===== src/design/mrpt_pkg.sv =====
// Package: shared constants, types and witness table for the primality test unit.
package mrpt_pkg;

    localparam int NUM_WITNESSES_DEF = 12;
    localparam int WORD_WIDTH_DEF    = 64;
    localparam int MAX_WITNESSES     = 12;
    localparam int WIT_IDX_W         = 4;

    typedef enum logic [3:0] {
        ST_IDLE,
        ST_MOD3,
        ST_SPLIT,
        ST_BASE,
        ST_POW_MUL,
        ST_POW_SQR,
        ST_POW_NEXT,
        ST_CHECK,
        ST_SQR,
        ST_SQR_CHK,
        ST_DONE
    } mrpt_state_t;

    // Request to the modular multiplier and its completion flag.
    typedef struct packed {
        logic start;
        logic busy;
        logic done;
    } mrpt_mul_ctl_t;

    function automatic logic [5:0] witness(input logic [WIT_IDX_W-1:0] idx);
        logic [5:0] w;
        case (idx)
            4'd0:    w = 6'd2;
            4'd1:    w = 6'd3;
            4'd2:    w = 6'd5;
            4'd3:    w = 6'd7;
            4'd4:    w = 6'd11;
            4'd5:    w = 6'd13;
            4'd6:    w = 6'd17;
            4'd7:    w = 6'd19;
            4'd8:    w = 6'd23;
            4'd9:    w = 6'd29;
            4'd10:   w = 6'd31;
            4'd11:   w = 6'd37;
            default: w = 6'd37;
        endcase
        return w;
    endfunction

endpackage


===== src/design/mrpt_mulmod.sv =====
// Bit-serial modular multiplier: one multiplier bit per cycle, doubling and adding mod n.
module mrpt_mulmod #(
    parameter int WORD_WIDTH = mrpt_pkg::WORD_WIDTH_DEF
) (
    input  logic                  aclk,
    input  logic                  aresetn,
    input  logic                  start,
    input  logic [WORD_WIDTH-1:0] x,
    input  logic [WORD_WIDTH-1:0] y,
    input  logic [WORD_WIDTH-1:0] n,
    output logic [WORD_WIDTH-1:0] result,
    output mrpt_pkg::mrpt_mul_ctl_t ctl
);
    localparam int CW = $clog2(WORD_WIDTH + 1);

    logic [WORD_WIDTH-1:0] acc_reg, acc_next;
    logic [WORD_WIDTH-1:0] y_reg, y_next;
    logic [CW-1:0]         cnt_reg, cnt_next;
    logic                  busy_reg, busy_next;
    logic                  done_reg, done_next;
    logic [WORD_WIDTH-1:0] dbl, gap;

    // Operands are already reduced below n; add_mod via gap to avoid wrap.
    always_comb begin
        gap       = n - acc_reg;
        dbl       = (acc_reg >= gap) ? acc_reg - gap : acc_reg + acc_reg;
        acc_next  = acc_reg;
        y_next    = y_reg;
        cnt_next  = cnt_reg;
        busy_next = busy_reg;
        done_next = 1'b0;
        if (start) begin
            acc_next  = '0;
            y_next    = y;
            cnt_next  = CW'(WORD_WIDTH);
            busy_next = 1'b1;
        end else if (busy_reg) begin
            if (y_reg[WORD_WIDTH-1])
                acc_next = (dbl >= n - x) ? dbl - (n - x) : dbl + x;
            else
                acc_next = dbl;
            y_next   = {y_reg[WORD_WIDTH-2:0], 1'b0};
            cnt_next = cnt_reg - CW'(1);
            if (cnt_reg == CW'(1)) begin
                busy_next = 1'b0;
                done_next = 1'b1;
            end
        end
    end

    always_ff @(posedge aclk) begin
        if (!aresetn) begin
            busy_reg <= 1'b0;
            done_reg <= 1'b0;
            cnt_reg  <= '0;
        end else begin
            busy_reg <= busy_next;
            done_reg <= done_next;
            cnt_reg  <= cnt_next;
        end
        acc_reg <= acc_next;
        y_reg   <= y_next;
    end

    assign result    = acc_reg;
    assign ctl.start = start;
    assign ctl.busy  = busy_reg;
    assign ctl.done  = done_reg;

    a_done_after_busy: assert property (@(posedge aclk) disable iff (!aresetn)
        done_reg |-> $past(busy_reg)) else $error("done without busy");
    a_no_overlap: assert property (@(posedge aclk) disable iff (!aresetn)
        busy_reg && cnt_reg != CW'(1) |=> busy_reg) else $error("busy dropped early");
    a_acc_range: assert property (@(posedge aclk) disable iff (!aresetn)
        done_reg |-> acc_reg < n) else $error("product not reduced");
endmodule


===== src/design/miller_rabin_primality_test_unit.sv =====
// Top level: deterministic Miller-Rabin primality test over a bit-serial modular multiplier.
// Tests one WORD_WIDTH-bit candidate at a time and returns one is_prime bit per transfer.
// A single bit-serial modular multiplier does all the modular products. For each witness
// base, every bit of d costs a step state and a squaring, and a set bit costs a multiply
// as well. Each squaring after a^d mod n is one more product. The bits of d and those
// squarings share the word, so one base needs at most 2*(WORD_WIDTH-1) products.
// Trivial cases (below 4, even) finish without the multiplier; a multiple of 3 is found
// by a bit-serial residue pass over the WORD_WIDTH bits of the candidate.
// The input is not ready while an item is in progress; the result sits in an output
// register until transferred, and a new candidate may be taken in the same cycle.
module miller_rabin_primality_test_unit #(
    parameter int NUM_WITNESSES = mrpt_pkg::NUM_WITNESSES_DEF,
    parameter int WORD_WIDTH    = mrpt_pkg::WORD_WIDTH_DEF
) (
    input  logic        aclk,
    input  logic        aresetn,
    input  logic        s_valid,
    output logic        s_ready,
    input  logic [63:0] s_candidate,
    output logic        m_valid,
    input  logic        m_ready,
    output logic        m_is_prime
);
    localparam int CW = $clog2(WORD_WIDTH + 1);
    localparam logic [mrpt_pkg::WIT_IDX_W-1:0] LAST_WIT =
        mrpt_pkg::WIT_IDX_W'(NUM_WITNESSES - 1);

    mrpt_pkg::mrpt_state_t state_reg, state_next;

    logic [WORD_WIDTH-1:0] n_reg, n_next;
    logic [WORD_WIDTH-1:0] d_reg, d_next;      // exponent d, shifted right in the split until odd
    logic [WORD_WIDTH-1:0] b_reg, b_next;      // base power
    logic [WORD_WIDTH-1:0] x_reg, x_next;      // accumulator
    logic [WORD_WIDTH-1:0] sh_reg, sh_next;    // serial shift for mod-3 pass and exponent bits
    logic [1:0]            r3_reg, r3_next;
    logic [CW-1:0]         s_reg, s_next;      // power of two in n-1
    logic [CW-1:0]         r_reg, r_next;      // squaring count
    logic [CW-1:0]         cnt_reg, cnt_next;
    logic [mrpt_pkg::WIT_IDX_W-1:0] k_reg, k_next;
    logic                  mv_reg, mv_next;
    logic                  res_reg, res_next;

    logic                  mul_start;
    logic [WORD_WIDTH-1:0] mul_x, mul_y, mul_res;
    mrpt_pkg::mrpt_mul_ctl_t mul_ctl;

    logic [WORD_WIDTH-1:0] nm1, in_n, a_w;

    assign nm1  = n_reg - WORD_WIDTH'(1);
    assign in_n = s_candidate[WORD_WIDTH-1:0];
    assign a_w  = WORD_WIDTH'(mrpt_pkg::witness(k_reg));

    mrpt_mulmod #(.WORD_WIDTH(WORD_WIDTH)) u_mul (
        .aclk(aclk), .aresetn(aresetn), .start(mul_start),
        .x(mul_x), .y(mul_y), .n(n_reg), .result(mul_res), .ctl(mul_ctl)
    );

    // Accept a new candidate when idle and the output slot is free or leaving.
    assign s_ready    = (state_reg == mrpt_pkg::ST_IDLE) && (!mv_reg || m_ready);
    assign m_valid    = mv_reg;
    assign m_is_prime = res_reg;

    always_comb begin
        state_next = state_reg;
        n_next = n_reg; d_next = d_reg; b_next = b_reg; x_next = x_reg;
        sh_next = sh_reg; r3_next = r3_reg; s_next = s_reg; r_next = r_reg;
        cnt_next = cnt_reg; k_next = k_reg;
        mv_next = mv_reg && !m_ready;
        res_next = res_reg;
        mul_start = 1'b0;
        mul_x = x_reg;
        mul_y = b_reg;
        case (state_reg)
            mrpt_pkg::ST_IDLE: begin
                if (s_valid && s_ready) begin
                    n_next = in_n;
                    if (in_n < WORD_WIDTH'(4)) begin
                        res_next = (in_n >= WORD_WIDTH'(2));
                        state_next = mrpt_pkg::ST_DONE;
                    end else if (!in_n[0]) begin
                        res_next = 1'b0;
                        state_next = mrpt_pkg::ST_DONE;
                    end else begin
                        sh_next  = in_n;
                        r3_next  = 2'd0;
                        cnt_next = CW'(WORD_WIDTH);
                        state_next = mrpt_pkg::ST_MOD3;
                    end
                end
            end
            mrpt_pkg::ST_MOD3: begin
                // Fold one bit per cycle: r = (2r + bit) mod 3.
                case ({r3_reg, sh_reg[WORD_WIDTH-1]})
                    3'b000:  r3_next = 2'd0;
                    3'b001:  r3_next = 2'd1;
                    3'b010:  r3_next = 2'd2;
                    3'b011:  r3_next = 2'd0;
                    3'b100:  r3_next = 2'd1;
                    3'b101:  r3_next = 2'd2;
                    default: r3_next = 2'd0;
                endcase
                sh_next  = {sh_reg[WORD_WIDTH-2:0], 1'b0};
                cnt_next = cnt_reg - CW'(1);
                if (cnt_reg == CW'(1)) begin
                    d_next = nm1;
                    s_next = '0;
                    state_next = mrpt_pkg::ST_SPLIT;
                end
            end
            mrpt_pkg::ST_SPLIT: begin
                if (r3_reg == 2'd0) begin
                    res_next = 1'b0;
                    state_next = mrpt_pkg::ST_DONE;
                end else if (!d_reg[0]) begin
                    d_next = {1'b0, d_reg[WORD_WIDTH-1:1]};
                    s_next = s_reg + CW'(1);
                end else begin
                    k_next = '0;
                    sh_next = d_reg;
                    state_next = mrpt_pkg::ST_BASE;
                end
            end
            mrpt_pkg::ST_BASE: begin
                // Witnesses are all below 38, so reduction of the base is a compare.
                if (n_reg <= a_w) begin
                    res_next = 1'b1;
                    state_next = mrpt_pkg::ST_DONE;
                end else begin
                    b_next  = a_w;
                    x_next  = WORD_WIDTH'(1);
                    sh_next = d_reg;
                    state_next = mrpt_pkg::ST_POW_MUL;
                end
            end
            mrpt_pkg::ST_POW_MUL: begin
                if (!mul_ctl.busy && !mul_ctl.done) begin
                    if (sh_reg == '0) begin
                        state_next = mrpt_pkg::ST_CHECK;
                    end else if (sh_reg[0]) begin
                        mul_start = 1'b1;
                    end else begin
                        state_next = mrpt_pkg::ST_POW_SQR;
                    end
                end else if (mul_ctl.done) begin
                    x_next = mul_res;
                    state_next = mrpt_pkg::ST_POW_SQR;
                end
            end
            mrpt_pkg::ST_POW_SQR: begin
                mul_x = b_reg;
                if (!mul_ctl.busy && !mul_ctl.done) begin
                    mul_start = 1'b1;
                end else if (mul_ctl.done) begin
                    b_next = mul_res;
                    state_next = mrpt_pkg::ST_POW_NEXT;
                end
            end
            mrpt_pkg::ST_POW_NEXT: begin
                sh_next = {1'b0, sh_reg[WORD_WIDTH-1:1]};
                state_next = mrpt_pkg::ST_POW_MUL;
            end
            mrpt_pkg::ST_CHECK: begin
                if (x_reg == WORD_WIDTH'(1) || x_reg == nm1) begin
                    state_next = mrpt_pkg::ST_SQR_CHK;
                    r_next = s_reg;
                    x_next = nm1;
                end else begin
                    r_next = CW'(1);
                    state_next = mrpt_pkg::ST_SQR;
                end
            end
            mrpt_pkg::ST_SQR: begin
                mul_y = x_reg;
                if (r_reg >= s_reg) begin
                    res_next = 1'b0;
                    state_next = mrpt_pkg::ST_DONE;
                end else if (!mul_ctl.busy && !mul_ctl.done) begin
                    mul_start = 1'b1;
                end else if (mul_ctl.done) begin
                    x_next = mul_res;
                    r_next = r_reg + CW'(1);
                    state_next = mrpt_pkg::ST_SQR_CHK;
                end
            end
            mrpt_pkg::ST_SQR_CHK: begin
                if (x_reg == nm1) begin
                    if (k_reg == LAST_WIT) begin
                        res_next = 1'b1;
                        state_next = mrpt_pkg::ST_DONE;
                    end else begin
                        k_next = k_reg + mrpt_pkg::WIT_IDX_W'(1);
                        state_next = mrpt_pkg::ST_BASE;
                    end
                end else begin
                    state_next = mrpt_pkg::ST_SQR;
                end
            end
            mrpt_pkg::ST_DONE: begin
                if (!mv_reg || m_ready) begin
                    mv_next = 1'b1;
                    state_next = mrpt_pkg::ST_IDLE;
                end
            end
            default: state_next = mrpt_pkg::ST_IDLE;
        endcase
    end

    always_ff @(posedge aclk) begin
        if (!aresetn) begin
            state_reg <= mrpt_pkg::ST_IDLE;
            mv_reg    <= 1'b0;
            cnt_reg   <= '0;
            k_reg     <= '0;
            r_reg     <= '0;
            s_reg     <= '0;
        end else begin
            state_reg <= state_next;
            mv_reg    <= mv_next;
            cnt_reg   <= cnt_next;
            k_reg     <= k_next;
            r_reg     <= r_next;
            s_reg     <= s_next;
        end
        n_reg   <= n_next;
        d_reg   <= d_next;
        b_reg   <= b_next;
        x_reg   <= x_next;
        sh_reg  <= sh_next;
        r3_reg  <= r3_next;
        res_reg <= res_next;
    end

    a_hold_result: assert property (@(posedge aclk) disable iff (!aresetn)
        m_valid && !m_ready |=> m_valid && $stable(m_is_prime))
        else $error("result dropped while stalled");
    a_busy_not_ready: assert property (@(posedge aclk) disable iff (!aresetn)
        state_reg != mrpt_pkg::ST_IDLE |-> !s_ready)
        else $error("input ready while busy");
    a_mul_idle_start: assert property (@(posedge aclk) disable iff (!aresetn)
        mul_start |-> !mul_ctl.busy) else $error("multiplier restarted while busy");
endmodule


===== config.mk =====
export PLATFORM = sky130hd
export DESIGN_NAME = miller_rabin_primality_test_unit
export DESIGN_NICKNAME = d
export VERILOG_FILES = /design/src/design/mrpt_pkg.sv /design/src/design/mrpt_mulmod.sv /design/src/design/miller_rabin_primality_test_unit.sv
export SDC_FILE = /design/constraint.sdc
export NUM_CORES = 2
export LEC_CHECK = 0
export BUFFER_PORTS_ARGS = -buffer_cell sky130_fd_sc_hd__buf_2
export CAP_MARGIN = 10
export CORE_MARGIN = 2
export CORE_UTILIZATION = 35
export CTS_CLUSTER_DIAMETER = 200
export CTS_CLUSTER_SIZE = 28
export DETAILED_ROUTE_END_ITERATION = 12
export PLACE_DENSITY_LB_ADDON = 0.1
export SLEW_MARGIN = 20
export SYNTH_ARGS = -nofsm -noshare
export SYNTH_HDL_FRONTEND = slang
export SYNTH_SLANG_ARGS = --single-unit

===== constraint.sdc =====
create_clock -name aclk -period 14.6 [get_ports aclk]
set_input_delay 0.73 -clock aclk [delete_from_list [all_inputs] [get_ports aclk]]
set_output_delay 0.73 -clock aclk [all_outputs]
set_load 0.01 [all_outputs]

### Word level (Yosys, flattened, before mapping)

Memory sizes are Yosys's and may differ from the RTL's. A register that Yosys moved wholly into a read port is not among the register bits.
Index checks and enable logic that the tools add are counted.

| word-level totals | value |
|---|---|
| flip-flop bits (word level) | 490 |
| memory bits (read-only) | 96 |
| bits of input ports | 68 |
| logic and storage cells | 221 |
| memories kept | 1 |

Memories:

| memory | depth | bits a word | rd ports | clocked after Yosys merged registers in | write ports | RTL line | text |
|---|---|---|---|---|---|---|---|
| (no name shown) | 16 | 6 | 1 | 1 | 0 | mrpt_pkg.sv:32 | `case (idx)` |

| operators by class | value |
|---|---|
| add/sub/neg operators | 12 |
| order comparisons | 6 |
| equal/unequal tests | 46 |
| multiplexer cells | 97 |
| bitwise operators | 2 |
| reduce and logical (&&, ||, !) cells | 37 |

Operators with widths:

| kind | number |
|---|---|
| 2-to-1 mux 64 bit | 24 |
| case mux 64 bit (5 select lines) | 1 |
| case mux 64 bit (2 select lines) | 2 |
| case mux 64 bit (4 select lines) | 1 |
| subtractor 64 bit | 4 |
| adder 64 bit | 2 |
| greater-or-equal comparator 64 bit | 2 |
| 2-to-1 mux 4 bit | 25 |
| 2-to-1 mux 7 bit | 12 |
| equality test 64 x 1 -> 1 bit, second input constant | 1 |
| equality test 64 bit | 1 |
| greater-or-equal comparator 64 x 2 -> 1 bit, second input constant | 1 |
| <= comparator 64 x 6 -> 1 bit | 1 |
| zero test 64 bit | 1 |
| < comparator 64 x 3 -> 1 bit, second input constant | 1 |
| subtractor 64 x 1 -> 64 bit, second input constant | 1 |
| case mux 4 bit (11 select lines) | 1 |
| case mux 7 bit (2 select lines) | 3 |
| inequality test 2 bit, second input constant | 18 |
| 2-to-1 mux 1 bit | 20 |
| AND reduction 4 bit | 5 |
| equality test 4 x 3 -> 1 bit, second input constant | 4 |
| equality test 4 bit, second input constant | 4 |
| adder 7 x 1 -> 7 bit, second input constant | 2 |
| other kinds (35) | 63 |

### Logic depth before layout (Yosys ltp)

| depth | value |
|---|---|
| word-level depth | 6 |
| gate-level depth with buffers | 57 |

### Cells and area by module

A second synthesis with hierarchy kept.

| second synthesis, totals | value |
|---|---|
| cells, all modules | 5,747 |
| area total of the unflattened synthesis | 47,625.7 um^2 |

Modules (own cells, without submodules):

| module | instances | cells an instance | area an instance (um^2) | sequential area each (um^2) |
|---|---|---|---|---|
| mrpt_mulmod | 1 | 3,455 | 25,431.9 | 3,383.2 |
| miller_rabin_primality_test_unit | 1 | 2,292 | 22,193.8 | 10,420.0 |

### Worst setup path before layout

OpenSTA, ideal clock, no wires.

| path | value |
|---|---|
| kind | flip-flop to flip-flop |
| start | register u_mul.acc_reg[1], in the netlist u_mul.result[1] |
| end | register u_mul.acc_reg[56], in the netlist u_mul.result[56] |
| setup time | 0.110 ns |
| arrival | 9.797 ns |
| data required time | 14.490 ns |
| path slack | 4.693 ns |
| cell stages (with the launch flop) | 51 |
| cell sequence | dfxtp_1 -> clkbuf_1 -> inv_1 -> ha_1 -> nor2b_1 -> o21ai_0 -> a21oi_1 -> o21ai_0 -> a21boi_0 -> o2111ai_1 -> a311oi_1 -> o21ai_1 -> o211ai_1 -> a31o_2 -> o41ai_1 -> o21ai_1 -> a221oi_1 -> o21ai_0 -> [... 15 more ...] -> clkbuf_1 -> clkbuf_1 -> a21oi_1 -> ha_1 -> clkbuf_1 -> nand2_1 -> or4_1 -> o311ai_0 -> a211o_1 -> maj3_2 -> a211oi_2 -> o21a_4 -> o21ai_4 -> a31oi_4 -> buf_4 -> and3_1 -> a311o_1 -> o32ai_2 |

| on the way | value |
|---|---|
| word-level cells in the longest chain between the ends | 6 |

Ends and longest elaborated chain:

| what | RTL line | text |
|---|---|---|
| from (decl) | mrpt_mulmod.sv:16 | `logic [WORD_WIDTH-1:0] acc_reg, acc_next;` |
| from (signal assigned) | mrpt_mulmod.sv:61 | `acc_reg <= acc_next;` |
| subtractor 64 bit | mrpt_mulmod.sv:25 | `gap = n - acc_reg;` |
| subtractor 64 bit / greater-or-equal comparator 64 bit (equally long branches) | mrpt_mulmod.sv:26 | `dbl = (acc_reg >= gap) ? acc_reg - gap : acc_reg + acc_reg;` |
| 2-to-1 mux 64 bit * | mrpt_mulmod.sv:26 |  |
| adder 64 bit, or another cell as far along | mrpt_mulmod.sv:39 | `acc_next = (dbl >= n - x) ? dbl - (n - x) : dbl + x;` |
| 2-to-1 mux 64 bit | mrpt_mulmod.sv:39 |  |
| 2-to-1 mux 64 bit * | mrpt_mulmod.sv:38 | `if (y_reg[WORD_WIDTH-1])` |

Every way passes the cells marked *; elsewhere a longest branch is shown, timed or not.
A chain may end at the register's enable or synchronous reset.

### Worst setup path in the final report

| path | value |
|---|---|
| start | register n_reg[0] |
| end | register u_mul.acc_reg[2], in the netlist u_mul.result[2] |

| on the way | value |
|---|---|
| word-level cells in the longest chain between the ends | 6 |

Ends and longest elaborated chain:

| what | RTL line | text |
|---|---|---|
| from (decl) | miller_rabin_primality_test_unit.sv:30 | `logic [WORD_WIDTH-1:0] n_reg, n_next;` |
| from (signal assigned) | miller_rabin_primality_test_unit.sv:224 | `n_reg <= n_next;` |
| subtractor 64 bit | mrpt_mulmod.sv:25 |  |
| subtractor 64 bit / greater-or-equal comparator 64 bit (equally long branches) | mrpt_mulmod.sv:26 |  |
| 2-to-1 mux 64 bit | mrpt_mulmod.sv:26 |  |
| adder 64 bit, or another cell as far along | mrpt_mulmod.sv:39 |  |
| 2-to-1 mux 64 bit | mrpt_mulmod.sv:39 |  |
| 2-to-1 mux 64 bit * | mrpt_mulmod.sv:38 |  |

Marked as above.

==> run metrics <==
diodes inserted=0; Vias=41997; grt ovf=0; ANT nets after route=0; Synth async-reset ratio=0%; first-pass detailed-route iteration total=9; area grow syn2layout=5.68%; final core utilization=37.3%; Sink Count=496; Clock transition at path regs=0.15 ns; Max Cap Viol=0; vias in the first global route=38364; initial drt markers=5253; post-cts sizing count=0; commonest register cell after synthesis=edfxtp_1; H-tree levels=1; largest net degree at the start of global routing=96; Slew Viols, Final=0; normalized max-slew margin=17.1%; Post-CTS Setup Inserts=0; global-route wire length before repair=265000 µm; Post-synth EDFFs=387; routability cong.=0.931; Synth area leaders=edfxtp_1 (26%), ha_1 (9.1%), nand2_1 (5.4%); Skew-Pair Late Insertion Delay=0.64 ns; clk buf depth=3; DRC Markers=0; Achievable Freq=71.8 MHz; Syn Nets=5739; RSZ-0062 raised after global routing=no; CP peak stage delay=0.75 ns; outcome=completed; # setup viols final=0; critical path class=register to register; setup slack after layout=0.673 ns; Worst Setup Start Kind=register; Worst Tran Pin Value=1.21 ns; initial core utilization=35.3%; DRT Wirelength=183000 µm; Synth Register Bits=496; DP HPWL=146000 µm; Synth Cell Area=44400 µm²; synth unique cells=114; endpoints failing hold=0; CTS tree=built; YS warnings=0; mean number of vias per cell=6.09; Hold WC Path Type=primary input to register; WP data arrival=14.45 ns; I/O Buffers=70; Yosys top cell area share=26.2%; Slowest-stage cell, CP=a21oi_1; TritonCTS Buffers=21; antenna violations before repair=1; GR Util All Layers=27.1%; # IOs=71; WL per Instance=26.6 µm; crit share post-route=95.4%; die area=130000 µm²; CP max FO=24; nets=5627; cell taking the most area after synthesis=edfxtp_1; clock skew=0.0551 ns; register area share after synthesis=31.1%; Hold Buf Count CTS=0; CTS root buf=clkbuf_16; Tmin final=13.93 ns; core area=126000 µm²; Die Width=360 µm; final setup TNS=0 ns; Die Ht=360 µm; post-synthesis instance total=5346; pre-CTS setup slack=1.07 ns; layout cells sized above 1=5.43%; hold_ws=0.343 ns; CP Data Required Time=15.12 ns; crit end category=register; syn_area_per_cell=8.30 µm²; row count=130
## cell families after synthesis
group | count (synthesis) | synth area share, %
AND/OR/NAND/NOR | 1832 | 20.0
AO/OA/AOI/OAI | 1632 | 24.1
buffers and inverters | 514 | 4.55
flip-flops | 496 | 31.1
XOR/XNOR | 454 | 8.96
adder cells (fa/ha/maj) | 337 | 9.49
multiplexers | 81 | 1.87
## cell usage in the layout (no fill, tap or decap), drive strengths merged, types with 88 or more instances in the layout
cell type	synthesis	layout
nor4	88	88
ha	322	322
xnor2	253	253
nor3	146	146
a31oi	105	105
nand4	123	123
nand3	99	99
a21oi	408	408
nand2	641	641
o21ai	424	424
dfxtp	109	109
buf	48	134
inv	244	244
a21o	193	193
edfxtp	387	387
nor2	374	374
xor2	201	201
## metal layers
metal | vias to the layer above | track usage (%) | routed length (µm)
li1 | 19577 | - | -
met1 | 20446 | 44.6 | 93200
met2 | 1850 | 36.7 | 70600
met3 | 124 | 3.14 | 15500
met4 | 0 | 5.38 | 3850
met5 | - | 0 | 0
## area by class of cell
| class | count | area [µm²] |
|---|---|---|
| Clock buffer | 34 | 574 |
| Clock inverter | 3 | 37.5 |
| Fill cell | 13142 | 78800 |
| Inverter | 245 | 921 |
| Multi-Input combinational cell | 4336 | 28700 |
| Sequential cell | 496 | 13800 |
| Tap cell | 1650 | 2060 |
| Timing Repair Buffer | 134 | 843 |
## critical path: cells and delay by family (launching register included)
family	cells	cell delay (ns)
AOI/OAI and AO/OA	24	6.77
xor gates and xnor gates	2	0.44
adders and majority gates	4	1.55
buffers and inverters	2	0.62
DFF	1	0.56
muxes	1	0.23
and+or+nand+nor	10	3.60
## cell usage after synthesis (all sizes together), types with 16 or more instances
cell and instances:
o22ai 30, a31o 16, a222oi 70, nand2 641
a31oi 105, nand3b 69, xnor2 253, o21a 34
inv 244, a211oi 49, nor3 146, o31ai 31
xor2 201, a22oi 16, nand2b 62, or4 16
and2 33, mux2i 68, nand3 99, nor2b 55
or3 27, and3 42, a21boi 21, o21ai 424
buf 48, nor4 88, a211o 17, o211ai 39
clkbuf 221, a21oi 408, dfxtp 109, or2 22
edfxtp 387, ha 322, a21o 193, nand4 123
o21bai 44, nor2 374
## path summary, 6_finish.rpt
check,from,end,slack [ns],depth (start not counted)
min,s_candidate[38],n_reg[38],0.34,1
min reg2reg,u_mul.cnt_reg[0],u_mul.cnt_reg[0],0.50,2
max reg2reg,n_reg[0],u_mul.result[2],0.67,43
max,n_reg[0],u_mul.result[2],0.67,43
## stage by stage
stage	cells	cell area [µm²]
floorplan	5346	44400
global placement	6861	46300
detailed placement	6861	46300
CTS	6898	46900
global route	6898	46900
finish	6898	46900
Power is left out: the tool's default activity adds up to more than one toggle a clock period on the data nets, which glitch-free logic cannot reach.
